[config.mk]
export PLATFORM = sky130hd
export DESIGN_NAME = file_send_protocol_fsm
export DESIGN_NICKNAME = d
export VERILOG_FILES = /design/src/hdl/fsp_pkg.sv /design/src/hdl/fsp_step.sv /design/src/hdl/file_send_protocol_fsm.sv
export VERILOG_INCLUDE_DIRS = /design/src /design/src/hdl
export SDC_FILE = /design/constraint.sdc
export NUM_CORES = 1
export LEC_CHECK = 0
export BUFFER_PORTS_ARGS = -buffer_cell sky130_fd_sc_hd__buf_2
export CAP_MARGIN = 20
export CORE_MARGIN = 2
export CORE_UTILIZATION = 50
export CTS_BUF_LIST = sky130_fd_sc_hd__clkbuf_16
export CTS_CLUSTER_DIAMETER = 40
export CTS_CLUSTER_SIZE = 28
export DETAILED_ROUTE_END_ITERATION = 10
export GPL_ROUTABILITY_DRIVEN = 1
export PLACE_DENSITY = 0.76
export SYNTH_ARGS = -nofsm -noshare
export SYNTH_HDL_FRONTEND = slang
export SYNTH_SLANG_ARGS = --single-unit
export TNS_END_PERCENT = 50
[constraint.sdc]
create_clock -name clk -period 4.3 [get_ports clk]
set_clock_uncertainty 0.2 [all_clocks]
set_input_delay 0.215 -clock clk [delete_from_list [all_inputs] [get_ports clk]]
set_output_delay 0.215 -clock clk [all_outputs]
set_load 0.02 [all_outputs]
[src/hdl/file_send_protocol_fsm_defines.svh]
// Assertion macros for the file send controller.
// FSP_ASSERT checks on clk with reset masked; FSP_ASSERT_ALWAYS also checks in reset.
`ifndef FILE_SEND_PROTOCOL_FSM_DEFINES_SVH
`define FILE_SEND_PROTOCOL_FSM_DEFINES_SVH

`ifndef SYNTHESIS
`define FSP_ASSERT(lbl, prop) \
    lbl: assert property (@(posedge clk) disable iff (!rst_n) prop) \
        else $error("assertion failed");
`define FSP_ASSERT_ALWAYS(lbl, prop) \
    lbl: assert property (@(posedge clk) prop) \
        else $error("assertion failed");
`else
`define FSP_ASSERT(lbl, prop)
`define FSP_ASSERT_ALWAYS(lbl, prop)
`endif

`endif

[src/hdl/fsp_pkg.sv]
`default_nettype none

package fsp_pkg;

    localparam int SEQ_W = 6;
    localparam int TRY_W = 8;
    localparam logic [TRY_W-1:0] TRY_TOP         = 8'd255;
    localparam logic [TRY_W-1:0] MAX_TRIES_RESET = 8'd10;

    localparam logic [1:0] CMD_START = 2'd0;
    localparam logic [1:0] CMD_REPLY = 2'd1;

    localparam logic [1:0] REPLY_ACK = 2'd0;
    localparam logic [1:0] REPLY_NAK = 2'd1;

    localparam logic [2:0] SEND_NONE = 3'd5;

    localparam logic [1:0] STATUS_RUNNING  = 2'd0;
    localparam logic [1:0] STATUS_COMPLETE = 2'd1;
    localparam logic [1:0] STATUS_ABORTED  = 2'd2;

    typedef enum logic [2:0] {
        PH_IDLE  = 3'd0,
        PH_INIT  = 3'd1,
        PH_FILE  = 3'd2,
        PH_DATA  = 3'd3,
        PH_EOF   = 3'd4,
        PH_BREAK = 3'd5,
        PH_DONE  = 3'd6,
        PH_ABORT = 3'd7
    } phase_t;

    typedef struct packed {
        logic             more_files;
        logic             data_eof;
        logic             file_ok;
        logic [SEQ_W-1:0] reply_seq;
        logic [1:0]       reply_type;
        logic [1:0]       cmd;
    } item_t;

    typedef struct packed {
        phase_t           phase;
        logic [SEQ_W-1:0] seq;
        logic [TRY_W-1:0] tries;
    } ctl_state_t;

    typedef struct packed {
        logic [1:0]       status;
        logic [SEQ_W-1:0] send_seq;
        logic [2:0]       send_type;
    } result_t;

    function automatic logic is_sending(input phase_t ph);
        is_sending = (ph == PH_INIT) || (ph == PH_FILE) || (ph == PH_DATA) ||
                     (ph == PH_EOF) || (ph == PH_BREAK);
    endfunction

endpackage

`default_nettype wire

[src/hdl/fsp_step.sv]
`default_nettype none

module fsp_step (
    input  fsp_pkg::item_t       item,
    input  fsp_pkg::ctl_state_t  cur,
    input  logic [7:0]           max_tries,
    output fsp_pkg::ctl_state_t  nxt,
    output fsp_pkg::result_t     result
);

    fsp_pkg::ctl_state_t mid;
    logic                visit;
    logic                advance;
    logic [5:0]          seq_plus;

    assign seq_plus = cur.seq + 6'd1;

    // next state: reply handling, then the try check on the resulting phase
    always_comb
    begin
        mid     = cur;
        visit   = 1'b0;
        advance = 1'b0;
        if (item.cmd == fsp_pkg::CMD_START)
        begin
            mid.phase = fsp_pkg::PH_INIT;
            mid.seq   = '0;
            mid.tries = '0;
            visit     = 1'b1;
        end
        else if (fsp_pkg::is_sending(cur.phase))
        begin
            visit = 1'b1;
            if (item.cmd == fsp_pkg::CMD_REPLY)
            begin
                case (item.reply_type)
                    fsp_pkg::REPLY_ACK: advance = (item.reply_seq == cur.seq);
                    fsp_pkg::REPLY_NAK: advance = (item.reply_seq == seq_plus);
                    default:            mid.phase = fsp_pkg::PH_ABORT;
                endcase
            end
        end

        if (advance)
        begin
            mid.tries = '0;
            mid.seq   = seq_plus;
            case (cur.phase)
                fsp_pkg::PH_INIT:
                    mid.phase = item.file_ok ? fsp_pkg::PH_FILE : fsp_pkg::PH_ABORT;
                fsp_pkg::PH_FILE:
                    mid.phase = fsp_pkg::PH_DATA;
                fsp_pkg::PH_DATA:
                    mid.phase = item.data_eof ? fsp_pkg::PH_EOF : fsp_pkg::PH_DATA;
                fsp_pkg::PH_EOF:
                begin
                    // another file: back to init, keep the sequence
                    if (item.more_files)
                    begin
                        mid.phase = fsp_pkg::PH_INIT;
                        mid.seq   = cur.seq;
                    end
                    else
                    begin
                        mid.phase = fsp_pkg::PH_BREAK;
                    end
                end
                default:
                    mid.phase = fsp_pkg::PH_DONE;
            endcase
        end

        nxt = mid;
        if (visit && fsp_pkg::is_sending(mid.phase))
        begin
            if (mid.tries > max_tries)
                nxt.phase = fsp_pkg::PH_ABORT;
            else if (mid.tries != fsp_pkg::TRY_TOP)
                nxt.tries = mid.tries + 8'd1;
        end
    end

    // result from the phase after this beat
    always_comb
    begin
        result.send_type = fsp_pkg::SEND_NONE;
        result.send_seq  = '0;
        result.status    = fsp_pkg::STATUS_RUNNING;
        case (nxt.phase)
            fsp_pkg::PH_DONE:  result.status = fsp_pkg::STATUS_COMPLETE;
            fsp_pkg::PH_ABORT: result.status = fsp_pkg::STATUS_ABORTED;
            fsp_pkg::PH_IDLE:  result.status = fsp_pkg::STATUS_RUNNING;
            default:
            begin
                result.send_type = nxt.phase - 3'd1;
                result.send_seq  = nxt.seq;
            end
        endcase
    end

endmodule

`default_nettype wire

[src/hdl/file_send_protocol_fsm.sv]
// Sender control for a stop-and-wait file transfer link.
// Input stream (s_*): one beat per event. s_tuser carries the command
// (start, reply received, receive failure); s_tdata carries the reply
// fields and the file/data status flags.
// Output stream (m_*): exactly one beat per input beat, telling which
// packet to send next with its sequence number, plus the transfer status.
// Latency: the result for a beat appears on m_* the cycle after it is
// accepted. Throughput: one beat per cycle unless m_tready holds the
// output; phase, sequence and try count are updated by a single pass of
// next-state logic, and a one-entry output register holds the result.
// Stall: while a result waits on m_tready low, s_tready drops; a new beat
// is taken in the same cycle the waiting result leaves.
// Reset: phase idle, sequence 0, try count 0, max_tries 10, output empty.
// cfg_we writes max_tries from cfg_wdata; write it only while idle.
`default_nettype none

`include "file_send_protocol_fsm_defines.svh"

module file_send_protocol_fsm (
    input  logic        clk,
    input  logic        rst_n,
    input  logic        cfg_we,
    input  logic [7:0]  cfg_wdata,   // max_tries
    input  logic        s_tvalid,
    output logic        s_tready,
    input  logic [15:0] s_tdata,     // reply_type[1:0], reply_seq[7:2], file_ok[8],
                                     // data_eof[9], more_files[10], zero fill
    input  logic [1:0]  s_tuser,     // cmd[1:0]
    output logic        m_tvalid,
    input  logic        m_tready,
    output logic [15:0] m_tdata      // send_type[2:0], send_seq[8:3], status[10:9],
                                     // zero fill
);

    logic [7:0]          max_tries_reg;
    fsp_pkg::ctl_state_t state_reg;
    fsp_pkg::ctl_state_t state_next;
    fsp_pkg::result_t    out_reg;
    fsp_pkg::result_t    out_next;
    logic                out_valid_reg;
    fsp_pkg::item_t      item;
    logic                accept;

    assign item.cmd        = s_tuser;
    assign item.reply_type = s_tdata[1:0];
    assign item.reply_seq  = s_tdata[7:2];
    assign item.file_ok    = s_tdata[8];
    assign item.data_eof   = s_tdata[9];
    assign item.more_files = s_tdata[10];

    assign s_tready = !out_valid_reg || m_tready;
    assign accept   = s_tvalid && s_tready;
    assign m_tvalid = out_valid_reg;
    assign m_tdata  = {5'b0, out_reg};

    fsp_step u_step (
        .item      (item),
        .cur       (state_reg),
        .max_tries (max_tries_reg),
        .nxt       (state_next),
        .result    (out_next)
    );

    always_ff @(posedge clk or negedge rst_n)
    begin
        if (!rst_n)
        begin
            max_tries_reg   <= fsp_pkg::MAX_TRIES_RESET;
            state_reg.phase <= fsp_pkg::PH_IDLE;
            state_reg.seq   <= '0;
            state_reg.tries <= '0;
            out_valid_reg   <= 1'b0;
        end
        else
        begin
            if (cfg_we)
                max_tries_reg <= cfg_wdata;
            if (accept)
            begin
                state_reg     <= state_next;
                out_valid_reg <= 1'b1;
            end
            else if (m_tready)
            begin
                out_valid_reg <= 1'b0;
            end
        end
    end

    // payload: load on every accepted beat
    always_ff @(posedge clk)
    begin
        if (accept)
            out_reg <= out_next;
    end

    `FSP_ASSERT(a_stopped_sends_nothing,
        (out_valid_reg && out_reg.status != fsp_pkg::STATUS_RUNNING) |->
        (out_reg.send_type == fsp_pkg::SEND_NONE && out_reg.send_seq == 6'd0))
    `FSP_ASSERT(a_idle_is_clean,
        (state_reg.phase == fsp_pkg::PH_IDLE) |->
        (state_reg.seq == 6'd0 && state_reg.tries == 8'd0))
    `FSP_ASSERT(a_start_enters_init,
        (accept && item.cmd == fsp_pkg::CMD_START) |=>
        (state_reg.phase == fsp_pkg::PH_INIT && state_reg.seq == 6'd0 &&
         state_reg.tries == 8'd1))
    `FSP_ASSERT(a_done_tries_clear,
        (state_reg.phase == fsp_pkg::PH_DONE) |-> (state_reg.tries == 8'd0))
    `FSP_ASSERT_ALWAYS(a_reset_output_empty,
        (!rst_n) |-> (!m_tvalid))

endmodule

`default_nettype wire
# ---- Yosys cells after proc, flatten, opt, wreduce, memory -nomap -nowiden
# Cells that the tools add are included.
dict set report totals {
  ff_bits 37
  in_bits 31
  wordCells 73
}
dict set report classes {
  add_sub_neg 3
  magnitude_cmp 1
  eq_ne 17
  mux 26
  n_reduce_logical 18
}
# cell count
set ops {}
lappend ops {{two-way mux 3 bit} 9}
lappend ops {{two-way mux 8 bit} 3}
lappend ops {{== test 3 bit, second input constant} 6}
lappend ops {{two-way mux 17 bit} 1}
lappend ops {{two-way mux 14 bit} 1}
lappend ops {{== test 3 x 2 -> 1 bit, second input constant} 4}
lappend ops {{== test 6 bit} 2}
lappend ops {{two-way mux 6 bit} 2}
lappend ops {{one-hot mux 3 bit (4 select lines)} 1}
lappend ops {{logical OR 1 bit} 9}
lappend ops {{adder 8 x 1 -> 8 bit, second input constant} 1}
lappend ops {{greater-than comparator 8 bit} 1}
lappend ops {{!= test 8 bit, second input constant} 1}
lappend ops {{two-way mux 1 bit} 7}
lappend ops {{adder 6 x 1 -> 6 bit, second input constant} 1}
lappend ops {{== test 3 x 1 -> 1 bit, second input constant} 2}
lappend ops {{== test 2 x 1 -> 1 bit, second input constant} 2}
lappend ops {{zero test 2 bit} 2}
lappend ops {{one-hot mux 2 bit (2 select lines)} 1}
lappend ops {{zero test 3 bit} 1}
lappend ops {{OR reduction 3 bit} 1}
lappend ops {{subtractor 3 x 1 -> 3 bit, second input constant} 1}
lappend ops {{logical AND 1 bit} 2}
lappend ops {{one-hot mux 1 bit (2 select lines)} 1}
lappend ops {{other kinds (3)} 3}

# ---- Longest topological paths before layout
# Gate-level depths: netlist (run 1).
dict set report depth {
  depth_word 17
  mapped_depth 18
}

# ---- Cells and area by module
# Synthesis (run 1) repeated with hierarchy kept, for this count alone.
dict set report hier_totals {
  hier_cells 269
  area_unflattened_um2 2706.3
}
# mod n_inst cells_each area_each_um2 seq_area_each_um2
set by_module_without_submodules {}
lappend by_module_without_submodules {file_send_protocol_fsm 1 74 1391.3 983.4}
lappend by_module_without_submodules {fsp_step 1 195 1315.0 0.0}

# ---- Worst setup path after synthesis (run 1)
# Ideal clock, no wire load.
dict set report synth_timing {
  path_kind {reg-to-reg}
  startpoint {register state_reg[9] (netlist name)}
  endpoint {register out_reg, in the netlist m_tdata[2] (data pin)}
  setup_time_ps 260
  arrival_ps 3912
  slack_ps -72
  path_stages_with_launch 18
  synth_period_minus_slack_ps 4372
  cell_sequence {dfrtp_1 ha_1 nand3_1 nor3_1 o2111ai_1 o41a_2 clkbuf_1 and2_1 ha_1 nand3_1 nor2_1 a32oi_1 nand3_1 o22ai_1 inv_1 ha_1 a211o_4 mux2_4}
}
# item line_no
set synth_lines {}
lappend synth_lines {{start: declaration} file_send_protocol_fsm.sv:36} ;# fsp_pkg::ctl_state_t state_reg;
lappend synth_lines {{start signal: assignment} file_send_protocol_fsm.sv:80} ;# state_reg <= state_next;
lappend synth_lines {{end signal: assignment} file_send_protocol_fsm.sv:94} ;# out_reg <= out_next;
lappend synth_lines {{end: declaration} file_send_protocol_fsm.sv:38} ;# fsp_pkg::result_t out_reg;

# ---- Final worst setup path (run 1)
dict set report layout_timing {
  startpoint {register state_reg[9] (netlist name)}
  endpoint {register state_reg[4] (netlist name)}
}
dict set report layout_between {
  elab_chain_len 14
}
# item line_no
set layout_lines {}
lappend layout_lines {{adder 6 x 1 -> 6 bit} fsp_step.sv:16} ;# assign seq_plus = cur.seq + 6'd1;
lappend layout_lines {{== test 6 bit} fsp_step.sv:38} ;# fsp_pkg::REPLY_NAK: advance = (item.reply_seq == seq_plus);
lappend layout_lines {{one-hot mux 1 bit (2 select lines) *} fsp_step.sv:36} ;# case (item.reply_type)
lappend layout_lines {{two-way mux 1 bit *} fsp_step.sv:34} ;# if (item.cmd == fsp_pkg::CMD_REPLY)
lappend layout_lines {{two-way mux 1 bit *} fsp_step.sv:31} ;# else if (fsp_pkg::is_sending(cur.phase))
lappend layout_lines {{two-way mux 1 bit *} fsp_step.sv:24} ;# if (item.cmd == fsp_pkg::CMD_START)
lappend layout_lines {{two-way mux 17 bit *} fsp_step.sv:44} ;# if (advance)
lappend layout_lines {{parallel branches: the longest is 6 deep, another holds adder 8 x 1 -> 8 bit} n/a}
lappend layout_lines {{two-way mux 8 bit *} fsp_step.sv:74} ;# if (visit && fsp_pkg::is_sending(mid.phase))
# Mark *: on every way between the ends.
# A chain may end at the register's enable or synchronous reset.

==> qor.csv, run 1 <==
stage,metric,value,unit
layout,Nets,399,
worst_setup_path,"Arr. time, crit path",4.22,ns
synth,top-area cell type share of the netlist area,23.1,%
worst_setup_path,required time of the critical path,4.32,ns
synth,combinational family with the most area after synthesis,compound AO/OA/AOI/OAI gates,
timing,final cycle utilization of the critical path,97.6,%
clocking,Clock transition at path regs,0.06,ns
timing,Final Setup Violations,0,
timing,Max Slew Vio Count,0,
clocking,H-tree levels,2,
synth,Synth Area in XOR/XNOR,3.03,%
pwr,post-layout total power,1570,µW
synth,Synth area leader,dfrtp_1,
synth,simple-gate share of the synthesized area,21.7,%
global_route,first-pass GRT wire length,10100,µm
run_status,status,finished clean,
synth,Yosys warning total,0,
routing,via count,2361,
synth,asr flop ratio synth,70.3,%
synth,Mapped Area,2600,µm²
timing,relative slew slack,42.7,%
synth,"EDFF count, synth",11,
pwr,Power Density,463,nW/µm²
timing,min Tclk post-route,4.20,ns
routing,DRC viols,0,
pwr,VDD IR max,0.000374,V
worst_setup_path,CP Max Fanout,8,
global_route,grt total ovfl,0,
clocking,Worst-Skew Late Latency,0.28,ns
timing,Worst-Margin Slew,0.858,ns
worst_setup_path,Startpoint Class,register,
synth,Synth Register Bits,37,
floorplan,I/O pins,49,
clocking,Max Root-Sink Buffers,2,
clocking,CTS Root Cell,clkbuf_16,
routing,Initial DRC Count,251,
synth,register area share after synthesis,37.8,%
synth,adder-cell share of the synthesized area,6.25,%
layout,Final Cell Area,3390,µm²
clocking,Num CTS Buffers,5,
place,GP Congestion,0.856,
layout,Final Util,66.8,%
place,dpl hpwl,4220,µm
global_route,vias in the first global route,2252,
routing,Via density,5.54,
global_route,GRT Util Overall,21.5,%
floorplan,CORE AREA,5070,µm²
layout,most frequent cells in the layout,"buf_2 (38), dfrtp_1 (23), nand2_1 (21), buf_4 (21)",
layout,"commonest non-fill, non-tap cell in the layout",buf_2,
floorplan,row cnt,26,
timing,RSZ-0062 raised after global routing,yes,
clocking,Clock Sinks,37,
layout,Area Overhead vs Synth,30.4,%
worst_hold_path,worst min-delay path class,input pin to register,
synth,post-synthesis area per instance,8.88,µm²
synth,Synth cell types,59,
place,Placed Area,2910,µm²
clocking,CTS tree,yes,
layout,max reg flops,17,
timing,final hold violation count,0,
layout,# diodes,0,
floorplan,Die Span X,76.1,µm
synth,ys flop type,dfrtp_1,
routing,remaining antenna violation count,0,
worst_setup_path,Setup CP Type,register to register,
layout,layout cell share with drive strength beyond 1,29.5,%
routing,DRT Wirelength,6150,µm
synth,most area-consuming cells after synthesis,"dfrtp_1 (23%), edfxtp_1 (13%), ha_1 (6.3%), a21oi_1 (4.0%), o21ai_0 (3.7%)",
synth,Compound-Gate Fraction of Synth Area,23.2,%
floorplan,Die Area,5800,µm²
global_route,initial antenna violation count,0,
floorplan,die height,76.1,µm
worst_setup_path,Crit. End Element,register,
place,IO Port Bufs,38,
synth,mux cell area share after synthesis,1.44,%
job,Max-Cap Viols,0,
worst_setup_path,R2R setup slack,0.10,ns
routing,Initial DRT Pass Iterations,4,
synth,Mapped Cells,293,
pwr,cell leakage power,0.00145,µW
floorplan,Initial Utilization,51.3,%
global_route,largest net degree at the start of global routing,27,
timing,f_max,0.238,GHz
routing,DR WL/cell,14.4,µm
final timing paths:
check,start,to,cells after the start
setup / recovery,state_reg[9],state_reg[4],18
hold / removal,m_tready,m_tvalid,3
setup reg to reg,state_reg[9],state_reg[4],18
hold reg to reg,max_tries_reg[0],max_tries_reg[0],1
max in group asynchronous,rst_n,state_reg[10],2
min in group asynchronous,rst_n,state_reg[4],2
critical path, cell delays in order, from the launching register on:
cell and delay, ns:
dfrtp_1 0.42, ha_4 0.18, nand3_4 0.09, nor3_4 0.19, o2111ai_2 0.18, or4_4 0.59, nand2_4 0.11, nor2_4 0.04
ha_4 0.23, a21o_1 0.16, a21oi_2 0.16, o211ai_1 0.16, buf_4 0.17, buf_4 0.12, a21boi_0 0.26, o211ai_2 0.17
buf_4 0.21, nor4_1 0.30, a221o_1 0.18
layout make-up:
type | instances | area, µm²
multi-input combinational | 225 | 1650
tap | 70 | 87.6
clock inverter | 3 | 13.8
sequential | 37 | 985
inverter | 15 | 56.3
fill | 409 | 1680
timing repair buffer | 71 | 470
clock buffer | 5 | 125
report_power, final:
| part | total, µW | switching, µW | internal, µW |
|---|---|---|---|
| registers | 479 | 45.0 | 434 |
| logic | 735 | 398 | 337 |
| clock network | 355 | 145 | 210 |
kinds of logic after synthesis:
| family | after synthesis |
|---|---|
| flip-flops | 37 |
| buffers and inverters | 35 |
| AND/OR/NAND/NOR | 108 |
| adder cells (fa/ha/maj) | 13 |
| multiplexers | 3 |
| XOR/XNOR | 9 |
| other | 1 |
| AO/OA/AOI/OAI | 87 |
per-layer routing:
layer	GRT usage (%)	part of all wire [%]	vias to the layer above
li1	-	-	1188
met1	25.9	43	1108
met2	38.7	52	58
met3	3.91	4.0	7
met4	7.45	1.4	0
met5	0	0	-
cells in the mapped netlist, drive strengths merged (4+ instances only):
cell and n:
a22oi 5, nand2b 8, nor2 17, nand2 22, nor3 13, or3 5
xor2 5, xnor2 4, and2 9, nand3 13, o211ai 4, o2bb2ai 7
buf 14, a31oi 5, a21oi 21, and3 4, o21ai 19, dfrtp 24
edfxtp 11, inv 15, ha 13, nor2b 4, clkbuf 6
metrics by stage:
stage | hold WS [ns] | TNS [ns] | std cells | worst slack, ns
global placement | 0.0695 | 0 | 400 | 0.0501
CTS | 0.0253 | 0 | 420 | 0.00457
global route | 0.0737 | -0.280 | 426 | -0.0719
finish | 0.0227 | 0 | 426 | 0.104
detailed placement | 0.0730 | -0.0627 | 400 | -0.0551
floorplan | -0.281 | 0 | 297 | 0.00132
what timing repair did:
| item | 4_1_cts | 5_1_grt |
|---|---|---|
| buffers inserted | 2 | 6 |
| gates resized for setup | 3 | 29 |
| setup endpoints to repair | 2 | 12 |
| pin swaps | 2 | 19 |
| endpoints found under the hold margin | 33 | 0 |
| hold buffers | 10 | 0 |
Power figures use the tool's default switching activity.
==> run 2, diff against run 1 <==
CORE_UTILIZATION = 56   (was 50)
PLACE_DENSITY = 0.8   (was 0.76)
clock period = 4.71 ns   (was 4.3 ns; I/O delays follow)
==> run 2 against run 1 <==
  * Count of clock-buffer cells in the layout unchanged
  * Setup slack better by 0.090 ns
  * Cell area down 9.1%
  * Clock power down 9.6%
  * Non-clock buffer count down 15
  * First-iteration DRC count down 33%
  * Core utilization up 3.0 points
  * Final cell count down 7.7%
  * Register-to-register slack better by 0.09 ns
  * Sequential power down 7.9%
  * Critical path depth down 2
  * Flip-flop and latch count unchanged
  * Critical path type unchanged
  * Critical endpoint is now m_tdata[2]
==> qor.csv, run 2 (synthesis results as in run 1) <==
stage,metric,value,unit,change
worst_setup_path,R2R setup slack,0.19,ns,was 0.10 ns
worst_setup_path,critical-path cell list,"xnor2_1, o21a_1, o2111ai_1, or4_1, nand2_1, nor2_1, ha_1, a21o_1, a21oi_2, o211ai_1, nand3_2, buf_4, o211ai_1, ha_1, a211o_4, mux2_4",,"was ha_4, nand3_4, nor3_4, o2111ai_2, or4_4, nand2_4, nor2_4, ha_4, a21o_1, a21oi_2, o211ai_1, buf_4, buf_4, a21boi_0, o211ai_2, buf_4, nor4_1, a221o_1"
floorplan,Die Span X,72.2,µm,was 76.1 µm
timing,final cycle utilization of the critical path,95.9,%,was 97.6%
global_route,GRT Util Overall,22.9,%,was 21.5%
worst_setup_path,"Arr. time, crit path",4.35,ns,was 4.22 ns
worst_setup_path,Crit. End Element,register,,unchanged
layout,max reg flops,17,,unchanged
worst_setup_path,Setup CP Type,register to register,,unchanged
timing,final hold violation count,0,,unchanged
clocking,Post-CTS Setup Bufs,0,,was 2
place,IO Port Bufs,38,,unchanged
layout,Fillers,365,,was 409
job,Max-Cap Viols,0,,unchanged
worst_setup_path,depth of the worst register-to-register path,16,,was 18
worst_setup_path,CP bufs+invs,1,,was 3
worst_setup_path,worst r2r src,state_reg[12],,was state_reg[9]
pwr,VDD IR max,0.000231,V,was 0.000374 V
pwr,cell leakage power,0.00134,µW,was 0.00145 µW
clocking,Worst-Skew Late Latency,0.28,ns,about the same
routing,via count,2309,,was 2361
run_status,status,finished clean,,unchanged
clocking,CTS Root Cell,clkbuf_16,,unchanged
routing,remaining antenna violation count,0,,unchanged
global_route,grt total ovfl,0,,unchanged
timing,Final Setup Violations,0,,unchanged
worst_hold_path,hold depth,3,,unchanged
layout,# diodes,0,,unchanged
global_route,initial antenna violation count,0,,unchanged
worst_setup_path,slowest cell on the critical path,or4_1,,was or4_4
timing,WHS,0.00713,ns,was 0.0227 ns
floorplan,CORE AREA,4410,µm²,was 5070 µm²
layout,layout cell share with drive strength beyond 1,21.1,%,was 29.5%
worst_setup_path,Startpoint Class,register,,unchanged
timing,setup_tns,0,ns,unchanged
place,pre-CTS WS,0.162,ns,was -0.0551 ns
worst_setup_path,r2r endpoint,m_tdata[2],,was state_reg[4]
global_route,first-pass GRT wire length,9390,µm,was 10100 µm
routing,DR WL/cell,14.7,µm,was 14.4 µm
floorplan,I/O pins,49,,unchanged
clocking,Clock transition at path regs,0.06,ns,about the same
floorplan,die height,72.2,µm,was 76.1 µm
pwr,Power Density,430,nW/µm²,was 463 nW/µm²
worst_setup_path,slowest cell delay on critical path,0.58,ns,was 0.59 ns
floorplan,Die Area,5210,µm²,was 5800 µm²
place,Placed Area,2830,µm²,was 2910 µm²
timing,min Tclk post-route,4.52,ns,was 4.20 ns
layout,"commonest non-fill, non-tap cell in the layout",buf_2,,unchanged
timing,relative slew slack,44.7,%,was 42.7%
worst_setup_path,CP top delay family,compound AO/OA/AOI/OAI gates,,was simple AND/OR/NAND/NOR gates
layout,Area Overhead vs Synth,18.6,%,was 30.4%
worst_hold_path,hold path start,cfg_wdata[1],,was m_tready
routing,Initial DRC Count,168,,was 251
worst_hold_path,worst min-delay path class,input pin to register,,unchanged
timing,Worst-Margin Slew,0.829,ns,was 0.858 ns
timing,f_max,0.221,GHz,was 0.238 GHz
clocking,Max Root-Sink Buffers,2,,unchanged
clocking,H-tree levels,2,,unchanged
floorplan,Initial Utilization,58.9,%,was 51.3%
clocking,Num CTS Buffers,5,,unchanged
layout,Nets,384,,was 399
timing,Max Slew Vio Count,0,,unchanged
layout,most frequent cells in the layout,"buf_2 (38), dfrtp_1 (24), nand2_1 (22)",,"was buf_2 (38), dfrtp_1 (23), nand2_1 (21), buf_4 (21)"
worst_setup_path,CP Max Fanout,9,,was 8
timing,Setup WS post-layout,0.195,ns,was 0.104 ns
worst_setup_path,required time of the critical path,4.54,ns,was 4.32 ns
global_route,largest net degree at the start of global routing,27,,unchanged
place,GP Congestion,0.846,,was 0.856
floorplan,row cnt,24,,was 26
routing,Via density,5.88,,was 5.54
worst_hold_path,hold endpoint,max_tries_reg[1],,was m_tvalid
routing,DRT Wirelength,5790,µm,was 6150 µm
clocking,Clock Sinks,37,,unchanged
routing,Initial DRT Pass Iterations,4,,unchanged
layout,Final Cell Area,3080,µm²,was 3390 µm²
clocking,CTS tree,yes,,unchanged
place,dpl hpwl,4120,µm,was 4220 µm
routing,DRC viols,0,,unchanged
global_route,vias in the first global route,2178,,was 2252
## run 2: cell types whose count changed in the layout (fill, tap and decap cells not counted), sizes merged
cell         delta
dlygate4sd3     -1
buf            -14
clkinvlp        +1
inv             -1
## run 2: layout make-up
class / instances / area, µm² / area share [%]
clock inverters: 3 / 17.5 / 0.568
well taps: 52 / 65.1 / 2.11
clock buffers: 5 / 125 / 4.06
multi-input cells: 225 / 1490 / 48.3
repair buffers: 56 / 348 / 11.3
flip-flops and latches: 37 / 983 / 31.9
inverters: 15 / 56.3 / 1.83
## run 2: tightest hold or removal path, cell delays in order
cell and delay (ns):
buf_2 0.08, nand2_1 0.05, o21ai_0 0.08
## run 2: worst max path at each step
| stage | start | cells past startpoint | slack, ns | endpoint |
|---|---|---|---|---|
| global placement | state_reg[8] | 16 | 0.27 | m_tdata[2] |
| floorplan | state_reg[9] | 17 | 0.34 | m_tdata[2] |
| finish | state_reg[12] | 16 | 0.19 | m_tdata[2] |
| CTS | state_reg[8] | 17 | 0.15 | m_tdata[2] |
| global route | state_reg[12] | 16 | -0.002 | m_tdata[2] |
| detailed placement | state_reg[8] | 17 | 0.16 | m_tdata[2] |
## run 2: power breakdown
| part | switching (µW) | leakage [µW] | total [µW] | internal [µW] |
|---|---|---|---|---|
| combinational | 325 | 0.000851 | 565 | 240 |
| sequential | 44.7 | 0.000423 | 441 | 396 |
| clock | 128 | 0.0000696 | 321 | 194 |
## run 2: metal layers
| layer | up-vias | global-route usage [%] | part of all wire, % |
|---|---|---|---|
| met3 | 11 | 4.44 | 4.4 |
| met4 | 0 | 8.18 | 1.8 |
| met1 | 1079 | 25.9 | 42 |
| met2 | 56 | 42.5 | 52 |
| li1 | 1163 | - | - |
| met5 | - | 0 | 0 |
## run 2: metrics by stage
stage / util [%] / power, µW / cells
after floorplan: - / 850 / 297
after detailed placement: 64.1 / 995 / 376
final: 69.9 / 1330 / 393
after CTS: 69.4 / 1330 / 393
after global routing: 69.9 / 1420 / 393
after global placement: 64.1 / 975 / 376
## run 2: timing repair
item,in CTS,in global routing
hold buffers,9,0
endpoints found under the hold margin,32,0
endpoints found under the setup margin,0,6
resized for setup,0,5
==> run 3, diff against run 2 <==
ABC_AREA = 1   (was not set)
HOLD_SLACK_MARGIN = 0.03   (was not set)
==> run 3 against run 2 <==
  * Power increased by 1.3%
  * Setup slack better by 0.29 ns
  * Clock power is 2% lower
  * Non-clock buffer count decreased by 6
  * Via count is 14% higher
  * Combinational power increased by 4.6%
  * Largest cell class unchanged
==> qor.csv, run 3 <==
stage,metric,value,unit,change
run_status,status,finished clean,,unchanged
place,dpl hpwl,4420,µm,was 4120 µm
worst_setup_path,Crit. End Element,register,,unchanged
synth,asr flop ratio synth,70.3,%,unchanged
worst_setup_path,slowest cell delay on critical path,0.46,ns,was 0.58 ns
routing,Initial DRC Count,183,,was 168
worst_setup_path,CP Max Fanout,7,,was 9
clocking,CTS tree,yes,,unchanged
floorplan,CORE AREA,4750,µm²,was 4410 µm²
timing,setup_tns,0,ns,unchanged
routing,DRC viols,0,,unchanged
worst_setup_path,CP bufs+invs,3,,was 1
routing,DRT Wirelength,5990,µm,was 5790 µm
clocking,Clock transition at path regs,0.05,ns,was 0.06 ns
worst_setup_path,"Arr. time, crit path",4.04,ns,was 4.35 ns
layout,Final Util,68.0,%,was 69.9%
clocking,CTS Root Cell,clkbuf_16,,unchanged
layout,most frequent cells in the layout,"nand2_1 (105), inv_1 (60), nand3_1 (42)",,"was buf_2 (38), dfrtp_1 (24), nand2_1 (22)"
synth,"EDFF count, synth",11,,unchanged
global_route,initial antenna violation count,0,,unchanged
routing,DR WL/cell,11.8,µm,was 14.7 µm
synth,Synth area leader,dfrtp_1,,unchanged
worst_hold_path,worst min-delay path class,input pin to register,,unchanged
timing,Worst-Margin Slew,0.844,ns,was 0.829 ns
global_route,GRT Util Overall,23.3,%,was 22.9%
layout,# diodes,0,,unchanged
layout,Layout Cells excl Fill,509,,was 393
synth,commonest cells in the netlist,"nand2_1 (105), inv_1 (58), nand3_1 (42)",,"was dfrtp_1 (24), nand2_1 (22), a21oi_1 (21)"
global_route,grt total ovfl,0,,unchanged
floorplan,Die Area,5520,µm²,was 5210 µm²
timing,Final Setup Violations,0,,unchanged
synth,top-area cell type share of the netlist area,21.7,%,was 23.1%
timing,final hold violation count,0,,unchanged
synth,most area-consuming cells after synthesis,"dfrtp_1 (22%), nand2_1 (14%), edfxtp_1 (12%), inv_1 (7.9%), nand3_1 (7.6%)",,"was dfrtp_1 (23%), edfxtp_1 (13%), ha_1 (6.3%), a21oi_1 (4.0%), o21ai_0 (3.7%)"
place,Placed Cells,492,,was 376
layout,Final Cell Area,3230,µm²,was 3080 µm²
place,Placed Area,3010,µm²,was 2830 µm²
timing,Max Slew Vio Count,0,,unchanged
floorplan,Initial Utilization,58.2,%,was 58.9%
layout,Nets,485,,was 384
worst_setup_path,Startpoint Class,register,,unchanged
synth,Synth Register Bits,37,,unchanged
timing,WHS,0.0344,ns,was 0.00713 ns
synth,ys flop type,dfrtp_1,,unchanged
worst_setup_path,Setup CP Type,register to register,,unchanged
global_route,largest net degree at the start of global routing,27,,unchanged
worst_setup_path,required time of the critical path,4.52,ns,was 4.54 ns
layout,max reg flops,17,,unchanged
clocking,Num CTS Buffers,5,,unchanged
clocking,# hold bufs at CTS,9,,unchanged
worst_setup_path,Worst path most repeated cell,nand2_1,,
timing,RSZ-0062 raised after global routing,no,,
floorplan,die height,74.3,µm,was 72.2 µm
clocking,Max Root-Sink Buffers,2,,unchanged
place,GP Congestion,0.895,,was 0.846
synth,Mapped Cells,393,,was 293
global_route,GRT met3 Usage,3.39,%,was 4.44%
global_route,met1 GRT Util,31.9,%,was 25.9%
synth,most common cell in the netlist,nand2_1,,was dfrtp_1
floorplan,Die Span X,74.3,µm,was 72.2 µm
synth,Synth cell types,34,,was 59
layout,"commonest non-fill, non-tap cell in the layout",nand2_1,,was buf_2
clocking,Worst-Skew Late Latency,0.28,ns,about the same
clocking,post_cts resized,0,,unchanged
routing,Via density,5.18,,was 5.88
routing,via count,2636,,was 2309
timing,relative slew slack,43.6,%,was 44.7%
routing,remaining antenna violation count,0,,unchanged
place,IO Port Bufs,38,,unchanged
layout,layout cell share with drive strength beyond 1,19.0,%,was 21.1%
global_route,met2 usage,39.5,%,was 42.5%
worst_setup_path,CP top delay family,simple AND/OR/NAND/NOR gates,,was compound AO/OA/AOI/OAI gates
synth,post-synthesis area per instance,7.04,µm²,was 8.88 µm²
global_route,first-pass GRT wire length,10100,µm,was 9390 µm
floorplan,row cnt,25,,was 24
global_route,vias in the first global route,2260,,was 2178
worst_setup_path,critical-path cell list,"ha_1, nand2_2, o21ai_2, nand3_1, nand2_1, nand2_1, nand2_1, nor2_4, nand2_2, inv_2, nor3_1, inv_2, ha_1, nor2_1, nor2_1, o21ai_0, nand4_1, a21oi_1, nand2_2, nand2_1, inv_1, ha_1, o21ai_4, nand3_1",,"was xnor2_1, o21a_1, o2111ai_1, or4_1, nand2_1, nor2_1, ha_1, a21o_1, a21oi_2, o211ai_1, nand3_2, buf_4, o211ai_1, ha_1, a211o_4, mux2_4"
pwr,Power Density,416,nW/µm²,was 430 nW/µm²
synth,Mapped Area,2770,µm²,was 2600 µm²
floorplan,I/O pins,49,,unchanged
pwr,VDD IR max,0.000273,V,was 0.000231 V
clocking,Post-CTS Setup Bufs,0,,unchanged
job,Max-Cap Viols,0,,unchanged
synth,register area share after synthesis,35.6,%,was 37.8%
global_route,GR peak layer,met2,,unchanged
clocking,H-tree levels,2,,unchanged
timing,f_max,0.237,GHz,was 0.221 GHz
worst_setup_path,slowest cell on the critical path,dfrtp_1,,was or4_1
timing,final cycle utilization of the critical path,89.7,%,was 95.9%
routing,Initial DRT Pass Iterations,4,,unchanged
clocking,Clock Sinks,37,,unchanged
timing,min Tclk post-route,4.22,ns,was 4.52 ns
layout,Area Overhead vs Synth,16.9,%,was 18.6%
pwr,cell leakage power,0.00168,µW,was 0.00134 µW
synth,Yosys warning total,0,,unchanged
==> run 3: cell types whose count changed after synthesis, moves of 7 or more <==
cell / before / now
o2bb2ai_1: 7 / 0
nand2_1: 22 / 105
o21ai_0: 19 / 37
nand2b_1: 8 / 0
inv_1: 15 / 58
nand2_2: 0 / 9
and2_1: 9 / 0
nor2_2: 0 / 9
nand4_1: 1 / 8
buf_2: 7 / 0
nand3_1: 12 / 42
a21oi_1: 21 / 5
==> run 3: logic make-up after synthesis <==
group                      after synthesis  synth area share (%)
DFF                                     37                  35.6
muxes                                    1                 0.407
other                                    1                 0.136
buffers and inverters                   77                  11.3
AOI/OAI and AO/OA                       54                  11.3
and+or+nand+nor                        210                  35.5
adders and majority gates               13                  5.88
==> run 3: metal layers <==
metal	routed length [µm]	up-vias
met3	333	8
met4	57	0
li1	-	1361
met5	0	-
met2	2870	84
met1	2730	1183
==> run 3: per-stage QoR <==
step	power [µW]	setup slack (ns)
floorplan	895	0.679
global placement	1000	0.648
detailed placement	1030	0.529
CTS	1340	0.488
global route	1450	0.124
finish	1340	0.487
==> run 3: power by group <==
part,switching (µW),internal (µW)
combinational,391,200
sequential,39.7,401
clock,122,190
total,553,791
==> run 3: path summary, 6_finish.rpt <==
| path | from | end | slack [ns] | depth (start not counted) |
|---|---|---|---|---|
| worst max-delay path | state_reg[9] | m_tdata[2] | 0.49 | 24 |
| worst min-delay path | m_tready | m_tvalid | 0.03 | 4 |
| worst max register to register | state_reg[9] | m_tdata[2] | 0.49 | 24 |
| worst min register to register | state_reg[0] | state_reg[0] | 0.28 | 2 |
| max in group asynchronous | rst_n | state_reg[0] | 3.61 | 2 |
| min in group asynchronous | rst_n | state_reg[7] | 0.30 | 2 |
==> run 3: final cells by class <==
class	count	area, µm²
fill	433	1520
multi-input combinational	283	1490
sequential	37	983
timing repair buffer	50	303
inverter	64	240
clock buffer	5	125
tap	67	83.8
clock inverter	3	11.3
==> run 3: worst reg2reg max path, delay by kind of cell, from the launching register on <==
| family | cells | cell delay, ns |
|---|---|---|
| DFF | 1 | 0.46 |
| AOI/OAI and AO/OA | 4 | 0.80 |
| adders and majority gates | 3 | 0.70 |
| and+or+nand+nor | 14 | 1.56 |
| buffers and inverters | 3 | 0.24 |
